**config.mk**
```make
export PLATFORM = sky130hd
export DESIGN_NAME = hash_table_quadratic_probe
export DESIGN_NICKNAME = d
export VERILOG_FILES = /design/src/hw/rtl/hqp_pkg.sv /design/src/hw/rtl/hqp_keymem.sv /design/src/hw/rtl/hqp_agen.sv /design/src/hw/rtl/hash_table_quadratic_probe.sv
export SDC_FILE = /design/constraint.sdc
export NUM_CORES = 2
export LEC_CHECK = 0
export BUFFER_PORTS_ARGS = -buffer_cell sky130_fd_sc_hd__buf_2
export CORE_MARGIN = 5
export CORE_UTILIZATION = 35
export DETAILED_ROUTE_END_ITERATION = 8
export PLACE_DENSITY_LB_ADDON = 0.12
export SLEW_MARGIN = 15
export SYNTH_ARGS = -nofsm -noshare
export SYNTH_HDL_FRONTEND = slang
export SYNTH_HIERARCHICAL = 1
export SYNTH_SLANG_ARGS = --single-unit
```
**constraint.sdc**
```tcl
create_clock -name i_clk -period 12.35 [get_ports i_clk]
set_input_delay 2.47 -clock i_clk [delete_from_list [all_inputs] [get_ports i_clk]]
set_output_delay 2.47 -clock i_clk [all_outputs]
set_load 0.01 [all_outputs]
```
**src/hw/rtl/hqp_pkg.sv**
```systemverilog
// Shared constants and types for the quadratic-probe key table.
package hqp_pkg;

    localparam int TABLE_SLOTS_DEF = 64;
    localparam int KEY_BITS_DEF    = 32;

    localparam int KEY_IN_W   = 32;
    localparam int STATUS_W   = 2;
    localparam int SLOT_OUT_W = 6;

    localparam logic FUNC_INSERT = 1'b0;
    localparam logic FUNC_REMOVE = 1'b1;

    localparam logic [STATUS_W-1:0] ST_OK   = 2'd0;
    localparam logic [STATUS_W-1:0] ST_MISS = 2'd1;
    localparam logic [STATUS_W-1:0] ST_DUP  = 2'd2;
    localparam logic [STATUS_W-1:0] ST_ZERO = 2'd3;

    typedef struct packed {
        logic load;
        logic step;
    } t_agen_ctl;

endpackage

```
**src/hw/rtl/hqp_keymem.sv**
```systemverilog
// Key store memory with one write port and one registered read port.
module hqp_keymem
    import hqp_pkg::*;
#(
    parameter int DEPTH = TABLE_SLOTS_DEF,
    parameter int WIDTH = KEY_BITS_DEF
) (
    input  logic                     i_clk,
    input  logic                     i_we,
    input  logic [$clog2(DEPTH)-1:0] i_waddr,
    input  logic [WIDTH-1:0]         i_wdata,
    input  logic [$clog2(DEPTH)-1:0] i_raddr,
    output logic [WIDTH-1:0]         o_rdata
);

    logic [WIDTH-1:0] r_mem [DEPTH];
    logic [WIDTH-1:0] r_rdata;

    always_ff @(posedge i_clk) begin
        if (i_we) begin
            r_mem[i_waddr] <= i_wdata;
        end
        r_rdata <= r_mem[i_raddr];
    end

    assign o_rdata = r_rdata;

endmodule

```
**src/hw/rtl/hqp_agen.sv**
```systemverilog
// Probe address generator: byte-wise key remainder by reciprocal multiplication and modular probe stepping.
module hqp_agen
    import hqp_pkg::*;
#(
    parameter int TABLE_SLOTS = TABLE_SLOTS_DEF,
    parameter int KEY_BITS    = KEY_BITS_DEF
) (
    input  logic                           i_clk,
    input  logic                           i_rst_n,
    input  t_agen_ctl                      i_ctl,
    input  logic [KEY_BITS-1:0]            i_key,
    output logic [$clog2(TABLE_SLOTS)-1:0] o_pos,
    output logic                           o_busy
);

    localparam int SLOT_W  = $clog2(TABLE_SLOTS);
    localparam int DIG_W   = 8;
    localparam int NDIG    = (KEY_BITS + DIG_W - 1) / DIG_W;
    localparam int KEY_PAD = NDIG * DIG_W;
    localparam int X_W     = SLOT_W + DIG_W;
    localparam int CNT_W   = $clog2(NDIG + 1);
    localparam bit IS_POW2 = (TABLE_SLOTS & (TABLE_SLOTS - 1)) == 0;
    localparam logic [SLOT_W:0]   N_W   = (SLOT_W + 1)'(TABLE_SLOTS);
    localparam logic [X_W-1:0]    N_X   = X_W'(TABLE_SLOTS);
    localparam logic [X_W-1:0]    RECIP = X_W'((1 << X_W) / TABLE_SLOTS);
    localparam logic [SLOT_W-1:0] INC0  = SLOT_W'(1 % TABLE_SLOTS);
    localparam logic [SLOT_W-1:0] ODD0  = SLOT_W'(3 % TABLE_SLOTS);
    localparam logic [SLOT_W-1:0] TWO   = SLOT_W'(2 % TABLE_SLOTS);

    logic [SLOT_W-1:0]  r_pos;
    logic [SLOT_W-1:0]  r_inc;
    logic [SLOT_W-1:0]  r_odd;
    logic [KEY_PAD-1:0] r_key_sh;
    logic [CNT_W-1:0]   r_cnt;
    logic               r_phase;
    logic [DIG_W-1:0]   r_q;
    logic               r_busy;

    logic [X_W-1:0]     w_x;
    logic [2*X_W-1:0]   w_prod;
    logic [X_W-1:0]     w_qn;
    logic [X_W-1:0]     w_rem;

    function automatic logic [SLOT_W-1:0] f_reduce(input logic [SLOT_W:0] s);
        logic [SLOT_W:0] d;
        d = s - N_W;
        return (s >= N_W) ? d[SLOT_W-1:0] : s[SLOT_W-1:0];
    endfunction

    function automatic logic [SLOT_W-1:0] f_modadd(input logic [SLOT_W-1:0] a,
                                                   input logic [SLOT_W-1:0] b);
        return f_reduce({1'b0, a} + {1'b0, b});
    endfunction

    // The estimated quotient is at most one short, so one compare and subtract finishes the byte.
    assign w_x    = {r_pos, r_key_sh[KEY_PAD-1 -: DIG_W]};
    assign w_prod = {{X_W{1'b0}}, w_x} * {{X_W{1'b0}}, RECIP};
    assign w_qn   = {{SLOT_W{1'b0}}, r_q} * N_X;
    assign w_rem  = w_x - w_qn;

    always_ff @(posedge i_clk) begin
        if (!i_rst_n) begin
            r_busy  <= 1'b0;
            r_cnt   <= '0;
            r_phase <= 1'b0;
        end else if (i_ctl.load) begin
            r_inc <= INC0;
            r_odd <= ODD0;
            if (IS_POW2) begin
                r_pos  <= SLOT_W'(i_key);
                r_busy <= 1'b0;
            end else begin
                r_pos    <= '0;
                r_key_sh <= KEY_PAD'(i_key);
                r_cnt    <= CNT_W'(NDIG);
                r_phase  <= 1'b0;
                r_busy   <= 1'b1;
            end
        end else if (r_busy) begin
            if (!r_phase) begin
                r_q     <= w_prod[X_W +: DIG_W];
                r_phase <= 1'b1;
            end else begin
                r_pos    <= f_reduce(w_rem[SLOT_W:0]);
                r_key_sh <= r_key_sh << DIG_W;
                r_cnt    <= r_cnt - 1'b1;
                r_phase  <= 1'b0;
                r_busy   <= (r_cnt != CNT_W'(1));
            end
        end else if (i_ctl.step) begin
            r_pos <= f_modadd(r_pos, r_inc);
            r_inc <= f_modadd(r_inc, r_odd);
            r_odd <= f_modadd(r_odd, TWO);
        end
    end

    assign o_pos  = r_pos;
    assign o_busy = r_busy;

endmodule

```
**src/hw/rtl/hash_table_quadratic_probe.sv**
```systemverilog
// Top level of the quadratic-probe key table: sequencer, key store and address generator.
//
//  Channel  Valid        Stall         Payload
//  input    i_in_valid   o_in_stall    i_func, i_key
//  output   o_out_valid  i_out_stall   o_status, o_slot
//
// After reset the key store is cleared one slot per cycle, with input stalled.
// After acceptance an operation computes the key remainder (byte-wise unless TABLE_SLOTS is a
// power of two), then probes up to TABLE_SLOTS slots at one key store read per cycle, then
// ends in the final state. A zero key goes straight to the final state, which repeats while an
// earlier result still waits unread in the output register.
// One transaction is in work at a time; a finished result waits while the next one is accepted.
module hash_table_quadratic_probe
    import hqp_pkg::*;
#(
    parameter int TABLE_SLOTS = TABLE_SLOTS_DEF,
    parameter int KEY_BITS    = KEY_BITS_DEF
) (
    input  logic                  i_clk,
    input  logic                  i_rst_n,
    input  logic                  i_in_valid,
    output logic                  o_in_stall,
    input  logic                  i_func,
    input  logic [KEY_IN_W-1:0]   i_key,
    output logic                  o_out_valid,
    input  logic                  i_out_stall,
    output logic [STATUS_W-1:0]   o_status,
    output logic [SLOT_OUT_W-1:0] o_slot
);

    localparam int SLOT_W = $clog2(TABLE_SLOTS);
    localparam logic [SLOT_W:0]   N_CNT  = (SLOT_W + 1)'(TABLE_SLOTS);
    localparam logic [SLOT_W:0]   N_LAST = (SLOT_W + 1)'(TABLE_SLOTS - 1);
    localparam logic [SLOT_W-1:0] IDX_LAST = SLOT_W'(TABLE_SLOTS - 1);

    typedef enum logic [2:0] {
        S_CLEAR,
        S_IDLE,
        S_MOD,
        S_PROBE,
        S_FIN
    } t_state;

    t_state                r_state;
    logic [SLOT_W-1:0]     r_clr_idx;
    logic                  r_func;
    logic [KEY_BITS-1:0]   r_key;
    logic [SLOT_W:0]       r_issued;
    logic                  r_chk_vld;
    logic                  r_chk_last;
    logic [SLOT_W-1:0]     r_pos_d;
    logic [STATUS_W-1:0]   r_res_status;
    logic [SLOT_OUT_W-1:0] r_res_slot;
    logic                  r_out_vld;
    logic [STATUS_W-1:0]   r_out_status;
    logic [SLOT_OUT_W-1:0] r_out_slot;

    logic                  w_accept;
    logic [KEY_BITS-1:0]   w_key;
    t_agen_ctl             w_agen_ctl;
    logic [SLOT_W-1:0]     w_pos;
    logic                  w_rem_busy;
    logic [KEY_BITS-1:0]   w_rd_data;
    logic                  w_issue;
    logic                  w_chk;
    logic                  w_hit_empty;
    logic                  w_hit_key;
    logic                  w_ins_new;
    logic                  w_rem_hit;
    logic                  w_mem_we;
    logic [SLOT_W-1:0]     w_mem_waddr;
    logic [KEY_BITS-1:0]   w_mem_wdata;
    logic                  w_out_free;

    assign w_key      = KEY_BITS'(i_key);
    assign w_accept   = i_in_valid && !o_in_stall;
    assign w_issue    = (r_state == S_PROBE) && (r_issued != N_CNT);
    assign w_chk      = (r_state == S_PROBE) && r_chk_vld;
    assign w_out_free = !r_out_vld || !i_out_stall;

    always_comb begin
        w_agen_ctl.load = w_accept && (w_key != '0);
        w_agen_ctl.step = w_issue;
        w_hit_empty     = (r_func == FUNC_INSERT) && (w_rd_data == '0);
        w_hit_key       = (w_rd_data == r_key);
        w_ins_new       = w_chk && w_hit_empty;
        w_rem_hit       = w_chk && (r_func == FUNC_REMOVE) && w_hit_key;
        w_mem_we        = (r_state == S_CLEAR) || w_ins_new || w_rem_hit;
        w_mem_waddr     = (r_state == S_CLEAR) ? r_clr_idx : r_pos_d;
        w_mem_wdata     = w_ins_new ? r_key : '0;
    end

    hqp_agen #(
        .TABLE_SLOTS (TABLE_SLOTS),
        .KEY_BITS    (KEY_BITS)
    ) u_agen (
        .i_clk   (i_clk),
        .i_rst_n (i_rst_n),
        .i_ctl   (w_agen_ctl),
        .i_key   (w_key),
        .o_pos   (w_pos),
        .o_busy  (w_rem_busy)
    );

    hqp_keymem #(
        .DEPTH (TABLE_SLOTS),
        .WIDTH (KEY_BITS)
    ) u_keymem (
        .i_clk   (i_clk),
        .i_we    (w_mem_we),
        .i_waddr (w_mem_waddr),
        .i_wdata (w_mem_wdata),
        .i_raddr (w_pos),
        .o_rdata (w_rd_data)
    );

    always_ff @(posedge i_clk) begin
        if (!i_rst_n) begin
            r_state    <= S_CLEAR;
            r_clr_idx  <= '0;
            r_issued   <= '0;
            r_chk_vld  <= 1'b0;
            r_chk_last <= 1'b0;
            r_out_vld  <= 1'b0;
        end else begin
            if (r_state == S_FIN && w_out_free) begin
                r_out_vld <= 1'b1;
            end else if (r_out_vld && !i_out_stall) begin
                r_out_vld <= 1'b0;
            end
            unique case (r_state)
                S_CLEAR: begin
                    r_clr_idx <= r_clr_idx + 1'b1;
                    if (r_clr_idx == IDX_LAST) begin
                        r_state <= S_IDLE;
                    end
                end
                S_IDLE: begin
                    if (w_accept) begin
                        r_func <= i_func;
                        r_key  <= w_key;
                        if (w_key == '0) begin
                            r_res_status <= ST_ZERO;
                            r_res_slot   <= '0;
                            r_state      <= S_FIN;
                        end else begin
                            r_state <= S_MOD;
                        end
                    end
                end
                S_MOD: begin
                    if (!w_rem_busy) begin
                        r_issued   <= '0;
                        r_chk_vld  <= 1'b0;
                        r_chk_last <= 1'b0;
                        r_state    <= S_PROBE;
                    end
                end
                S_PROBE: begin
                    r_chk_vld <= w_issue;
                    r_pos_d   <= w_pos;
                    if (w_issue) begin
                        r_issued   <= r_issued + 1'b1;
                        r_chk_last <= (r_issued == N_LAST);
                    end
                    if (w_ins_new || w_rem_hit) begin
                        r_res_status <= ST_OK;
                        r_res_slot   <= SLOT_OUT_W'(r_pos_d);
                        r_state      <= S_FIN;
                    end else if (w_chk && w_hit_key) begin
                        r_res_status <= ST_DUP;
                        r_res_slot   <= '0;
                        r_state      <= S_FIN;
                    end else if (w_chk && r_chk_last) begin
                        r_res_status <= ST_MISS;
                        r_res_slot   <= '0;
                        r_state      <= S_FIN;
                    end
                end
                S_FIN: begin
                    if (w_out_free) begin
                        r_out_status <= r_res_status;
                        r_out_slot   <= r_res_slot;
                        r_state      <= S_IDLE;
                    end
                end
                default: begin
                    r_state <= S_IDLE;
                end
            endcase
        end
    end

    assign o_in_stall  = (r_state != S_IDLE);
    assign o_out_valid = r_out_vld;
    assign o_status    = r_out_status;
    assign o_slot      = r_out_slot;

    a_write_phase: assert property (@(posedge i_clk) disable iff (!i_rst_n)
        w_mem_we |-> (r_state == S_CLEAR || r_state == S_PROBE))
        else $error("key store written outside clear or probe");

    a_write_checked: assert property (@(posedge i_clk) disable iff (!i_rst_n)
        (w_mem_we && r_state == S_PROBE) |-> r_chk_vld)
        else $error("key store written without a checked probe");

    a_issue_bound: assert property (@(posedge i_clk) disable iff (!i_rst_n)
        r_issued <= N_CNT)
        else $error("probe count beyond slot count");

    a_accept_next: assert property (@(posedge i_clk) disable iff (!i_rst_n)
        w_accept |=> (r_state == S_MOD || r_state == S_FIN))
        else $error("accepted transaction not started");

    a_slot_zero: assert property (@(posedge i_clk) disable iff (!i_rst_n)
        (o_out_valid && o_status != ST_OK) |-> (o_slot == '0))
        else $error("nonzero slot on failed transaction");

endmodule
```
Word level (Yosys, flattened, before mapping)
Memory sizes are Yosys's and may differ from the RTL's. A register that Yosys moved wholly into a read port is not among the register bits.
Cells that the tools add are included.

word-level totals
  bits in registers = 97
  output and inout port bits = 10
  input bits = 37
  logic and storage cells = 146
  memories = 1
  bits in writable memories = 2048

cells by class
  add/sub/neg operators = 11
  bitwise operators = 4
  reduce and logical (&&, ||, !) cells = 40
  $lt $le $gt $ge = 4
  equality and inequality tests = 19
  multiplexer cells = 48

memories
  memory          depth  bits a word  read ports  clocked after Yosys merged registers in  wr ports  line              text
  u_keymem.r_mem  64     32           1           1                                        1         hqp_keymem.sv:16  logic [WIDTH-1:0] r_mem [DEPTH];

operator list
  cell                 number
  $mux 6               18
  $logic_not 32->1     2
  $eq 32x32->1         1
  $mux 32              1
  $reduce_bool 32->1   1
  $ge 7x7->1 const B   4
  $mux 3               8
  $sub 6x1->6 const B  4
  $reduce_and 3->1     6
  $pmux 3 s5           1
  $add 6x6->7          2
  $mux 7               2
  $pmux 7 s2           1
  $logic_and 1x1->1    12
  $pmux 6 s2           1
  $mux 2               5
  $ne 2x2->1 const B   5
  $reduce_and 5->1     2
  $ne 3x1->1 const B   3
  $mux 1               8
  $reduce_bool 2->1    4
  $add 6x2->7 const B  1
  $add 7x1->7 const B  1
  $eq 7x6->1 const B   1
  other kinds (19)     32

Logic depth before layout (Yosys ltp)
  depth in word-level cells = 7
  gate-level depth with buffers = 10
  gate-level depth less buffers = 9

Cells and area by module
Netlist, hierarchy kept.

modules (own cells, without submodules)
  module                      times used  area an instance (um2)  sequential area each (um2)  cells an instance
  hqp_keymem                  1           78502.8                 62139.6                     3323
  hash_table_quadratic_probe  1           3533.4                  2031.9                      295
  hqp_agen                    1           1293.7                  610.6                       119

Worst setup path after synthesis
Ideal clock, no wire load.

  path kind = in2reg
  from = input i_rst_n
  to = register r_func (enable)
  library setup time = 423 ps
  stages on the path = 4
  arrival time = 4384 ps
  path buffers = 2
  slack = 7543 ps
  data required time = 11927 ps
  cells stage by stage = clkbuf_1 > clkbuf_1 > nand2_1 > nor2_1

between the ends
  word-level cells in the longest chain between the ends = 1

ends and longest elaborated chain
  what                               line                               text
  from (decl)                        hash_table_quadratic_probe.sv:20   input logic i_rst_n,
  $reduce_and 3->1 (no source line)  n/a
  to (signal assigned)               hash_table_quadratic_probe.sv:140  r_func <= i_func;
  to (decl)                          hash_table_quadratic_probe.sv:46   logic r_func;

Every way passes these cells.
A chain may end at the register's enable or synchronous reset.

Worst setup path after layout
  from = register r_state[1]
  to = memory u_keymem/r_mem[8][6] in the netlist's numbering (enable)

between the ends
  word-level cells in the longest chain between the ends = 7
  elaborated cells between the ends (all ways) = 11
  classes of those cells = eq/ne (1); mux (3); reduce/logical (7)

ends and longest elaborated chain
  what                                                          line                                                                text
  from (decl)                                                   hash_table_quadratic_probe.sv:44                                    t_state r_state;
  from (signal assigned)                                        hash_table_quadratic_probe.sv:119                                   r_state <= S_CLEAR;
  from (signal assigned)                                        hash_table_quadratic_probe.sv:135                                   r_state <= S_IDLE;
  from (signal assigned)                                        hash_table_quadratic_probe.sv:145                                   r_state <= S_FIN;
  $eq 3x2->1                                                    hash_table_quadratic_probe.sv:78                                    assign w_chk = (r_state == S_PROBE) && r_chk_vld;
  $logic_and 1x1->1                                             hash_table_quadratic_probe.sv:78
  $logic_and 1x1->1 (on tied branches)                          hash_table_quadratic_probe.sv:86, hash_table_quadratic_probe.sv:87
  $logic_or 1x1->1 / $logic_and 1x1->1 (equally long branches)  hash_table_quadratic_probe.sv:88, hash_table_quadratic_probe.sv:87
  $logic_or 1x1->1 *                                            hash_table_quadratic_probe.sv:88                                    w_mem_we = (r_state == S_CLEAR) || w_ins_new || w_rem_hit;
  via w_mem_we                                                  hash_table_quadratic_probe.sv:70                                    logic w_mem_we;
  $mux 1 *                                                      hqp_keymem.sv:20                                                    if (i_we) begin
  $mux 1 (implied by the code) *                                hqp_keymem.sv:21                                                    r_mem[i_waddr] <= i_wdata;
  to (decl)                                                     hqp_keymem.sv:16

The timed path passes the listed nets; every way through them passes the cells marked *.

==> reports/qor.txt <==
Mean post-synth cell area -> 22.3 µm²
Warnings, synthesis -> 6
Worst slack, placed -> 7100 ps
TritonRoute pass-1 iters -> 5
Critical Path Sink Type -> flop
Antenna violations before repair -> 18
Vert. Die Dim -> 498 µm
Synth cell types -> 62
Post-synth EDFFs -> 2120
Slowest-stage cell, CP -> nor4_2
Initial DRC Count -> 3819
Largest stage delay, worst path -> 750 ps
CP startpoint -> r_state[1]
Post-Syn Instances -> 3737
Status -> finished clean
Fmax -> 191 MHz
Gpl congestion -> 0.808
WP data arrival -> 5670 ps
Vias -> 39400
Yosys reg bits -> 2176
Largest net degree at the start of global routing -> 97
Actual slew at the worst max-slew pin -> 1230 ps
TritonCTS clock tree -> yes
IO Pins -> 47
Worst path cell trace -> nand4b_1, nor3_1, nand4_1, nor4_2, a21oi_2, nand2b_1, nor2b_1, nand2_1, nor2_4, buf_4
Hold Path Sink -> o_status[0]
Fillers -> 20900
RSZ-0062 raised after global routing -> no
Slew margin rel. -> 0.173
Core box area -> 0.237 mm²
Final ANT Viol Nets -> 0
Port Buffers -> 46
Hold path depth -> 0
Sequential area share after synthesis -> 0.777
Post-route insts no fill -> 7329
PnR worst setup slack -> 7130 ps
CTS Buf Count -> 231
Async SR Flop Fraction -> 0
RR Endpoint -> u_keymem/r_mem[8][6]
HP Class -> reg -> reg
P&R area growth vs syn -> 15.0%
Max cap viols -> 0
Largest delay contributor family on the critical path -> simple AND/OR/NAND/NOR gates
Mapped Nets -> 3791
Clock Skew -> 50.6 ps
TNS Setup -> 0 ps
HPWL after DPL -> 134000 µm
Die W -> 498 µm
Final Max Tran Viols -> 0
Number of buffers added for setup after CTS -> 0
Hold Fails Final Rpt -> 0
Mapped cell area -> 0.0833 mm²
Clock Tree Buf Depth -> 3
Placed cells -> 6891
WL final -> 239000 µm
Nets@finish -> 4011
Worst r2r path cells -> 10
Critical path fanouts, max -> 32
Critical Path Source Type -> flop
# setup viols final -> 0
# hold bufs at CTS -> 0
Max VDD drop -> 0.118 mV
Clock tree sinks -> 2176
Vias/cell -> 5.37
Synth Flop Type -> edfxtp_1
Resized cells post-CTS -> 0
Total Routing Usage GR -> 0.190
Vias in the first global route -> 40200
CTS H-tree lvls -> 4
First-pass GRT wire length -> 332000 µm
PwrDens -> 157 mW/mm²
Drt drc -> 0
Root buffer cell -> clkbuf_16
Total gr overflow -> 0
Num rows -> 179
Leakage dissipation -> 26.3 nW
Hold Path Origin -> r_res_status[0]
Wire length per cell -> 32.6 µm
Min Tclk post-route -> 5220 ps
Ratio of cells with drive above 1 in the final layout -> 0.285
Worst flop-to-flop path startpoint -> r_state[1]
Reg clk slew, reported paths -> 60 ps
Die area -> 0.248 mm²
Worst Path Buf+Inv -> 1
Worst EP required -> 12800 ps
WS Path Type -> reg -> reg
Worst skew pair latency -> 860 ps
Initial Utilization -> 0.351
Final cycle utilization of the critical path -> 0.423
Slack of the worst reg-to-reg path -> 7130 ps
## worst max path at each step
stage / end / slack [ps] / cells past startpoint
2_1_floorplan: r_func / 7540 / 4
3_3_place_gp: u_agen/o_pos[1] / 6980 / 8
3_5_place_dp: u_agen/o_pos[3] / 7100 / 8
4_1_cts: u_keymem/r_mem[0][6] / 7310 / 10
5_1_grt: u_keymem/r_mem[0][11] / 6830 / 10
6_report: u_keymem/r_mem[8][6] / 7130 / 10
## flip-flops by register name, summed over array words and instances, names as in the netlist
name	cells
u_keymem/r_mem	2048
r_key	32
u_keymem/o_rdata	32
r_issued	7
o_slot	6
r_clr_idx	6
r_pos_d	6
r_res_slot	6
u_agen/o_pos	6
u_agen/r_inc	6
u_agen/r_odd	5
r_state	3
u_agen/r_cnt	3
o_status	2
r_res_status	2
o_out_valid	1
r_chk_last	1
r_chk_vld	1
r_func	1
u_agen/o_busy	1
u_agen/r_phase	1
## power breakdown
group          leakage (nW)  switching, mW  total (mW)  internal [mW]
Sequential             16.9         0.0100        8.03           8.02
Clock                  3.70           2.89        6.87           3.98
Combinational          5.74         0.0741       0.102         0.0281
## through the flow
stage	area (µm²)	power [mW]	utilization	hold slack, ps
2_1_floorplan	83300	8.23	-	400
3_3_place_gp	88200	8.29	0.372	412
3_5_place_dp	88200	8.29	0.372	405
4_1_cts	95800	15.2	0.404	420
5_1_grt	95800	15.5	0.404	423
6_report	95800	15.0	0.404	419
## cell usage after synthesis (3+ instances only)
cell type,count,area [µm²]
o221ai_1,27,236
a31oi_1,3,18.8
mux2_2,6,67.6
nand4_1,14,87.6
a21o_1,5,37.5
and2_1,42,263
nand3_1,12,60.1
edfxtp_1,2120,63700
a41o_1,5,50.1
xor2_1,40,350
a311oi_1,8,70.1
or3b_2,3,26.3
dfxtp_1,56,1120
nand2_1,47,176
mux4_2,544,12300
o32ai_1,4,35.0
xnor2_1,11,96.3
o22ai_1,84,526
buf_4,21,158
buf_6,6,67.6
and3_1,9,56.3
mux2i_1,94,941
nor3_1,16,80.1
clkbuf_1,76,285
nor2b_1,28,175
buf_1,23,86.3
nor2_1,153,574
nor4_1,22,138
buf_2,67,335
o31ai_1,3,22.5
a22oi_1,12,90.1
a21oi_1,72,360
nand2b_1,13,81.3
or3_1,6,37.5
a21boi_0,9,67.6
o21ai_0,8,40.0
inv_1,15,56.3
ha_1,15,188
nand3b_1,6,45.0
## cell families after synthesis
logic type	count (synthesis)	share of synthesized area
compound gates	252	0.0200
xor+xnor	51	0.00536
fa+ha+maj	17	0.00273
buf+inv	208	0.0119
flops	2176	0.777
mux	644	0.159
simple gates	389	0.0235
## cell type report
| cell class | count | area [µm²] | share of cell area |
|---|---|---|---|
| clock inverter | 138 | 1260 | 0.0132 |
| tap | 3167 | 3960 | 0.0414 |
| inverter | 15 | 56.3 | 0.000588 |
| sequential | 2176 | 64800 | 0.676 |
| timing repair buffer | 180 | 1310 | 0.0137 |
| antenna | 3 | 7.51 | 0.0000783 |
| clock buffer | 297 | 6320 | 0.0659 |
| multi-input combinational | 1353 | 18100 | 0.189 |
## metal layers
metal,global-route usage,share of wire,vias up
met1,0.269,0.44,21700
met3,0.0322,0.056,275
met4,0.0514,0.027,0
li1,-,-,16200
met2,0.307,0.48,1117
met5,0,0,-
## cell usage in the layout, fill, tap and decap left out, drive strengths merged, types with 5 or more instances in the layout
cell,netlist,layout
nand2,47,47
a21o,5,5
a21boi,9,9
edfxtp,2120,2120
nor3,16,16
nand4,14,14
and3,9,9
dfxtp,56,56
nor2b,29,29
nand2b,13,13
nor4,24,24
a22oi,12,12
bufinv,0,18
clkinv,0,101
mux2,6,6
a311oi,9,9
ha,15,15
clkinvlp,0,9
nand3,12,12
or3b,5,5
o21ai,8,8
mux2i,94,94
xor2,40,40
nor2,153,153
nand3b,6,6
mux4,544,544
buf,117,180
xnor2,11,11
clkbuf,76,297
o22ai,84,84
inv,15,25
and2,43,43
o221ai,27,27
a41o,5,5
or3,6,6
a21oi,73,73
Power figures use the tool's default switching activity.
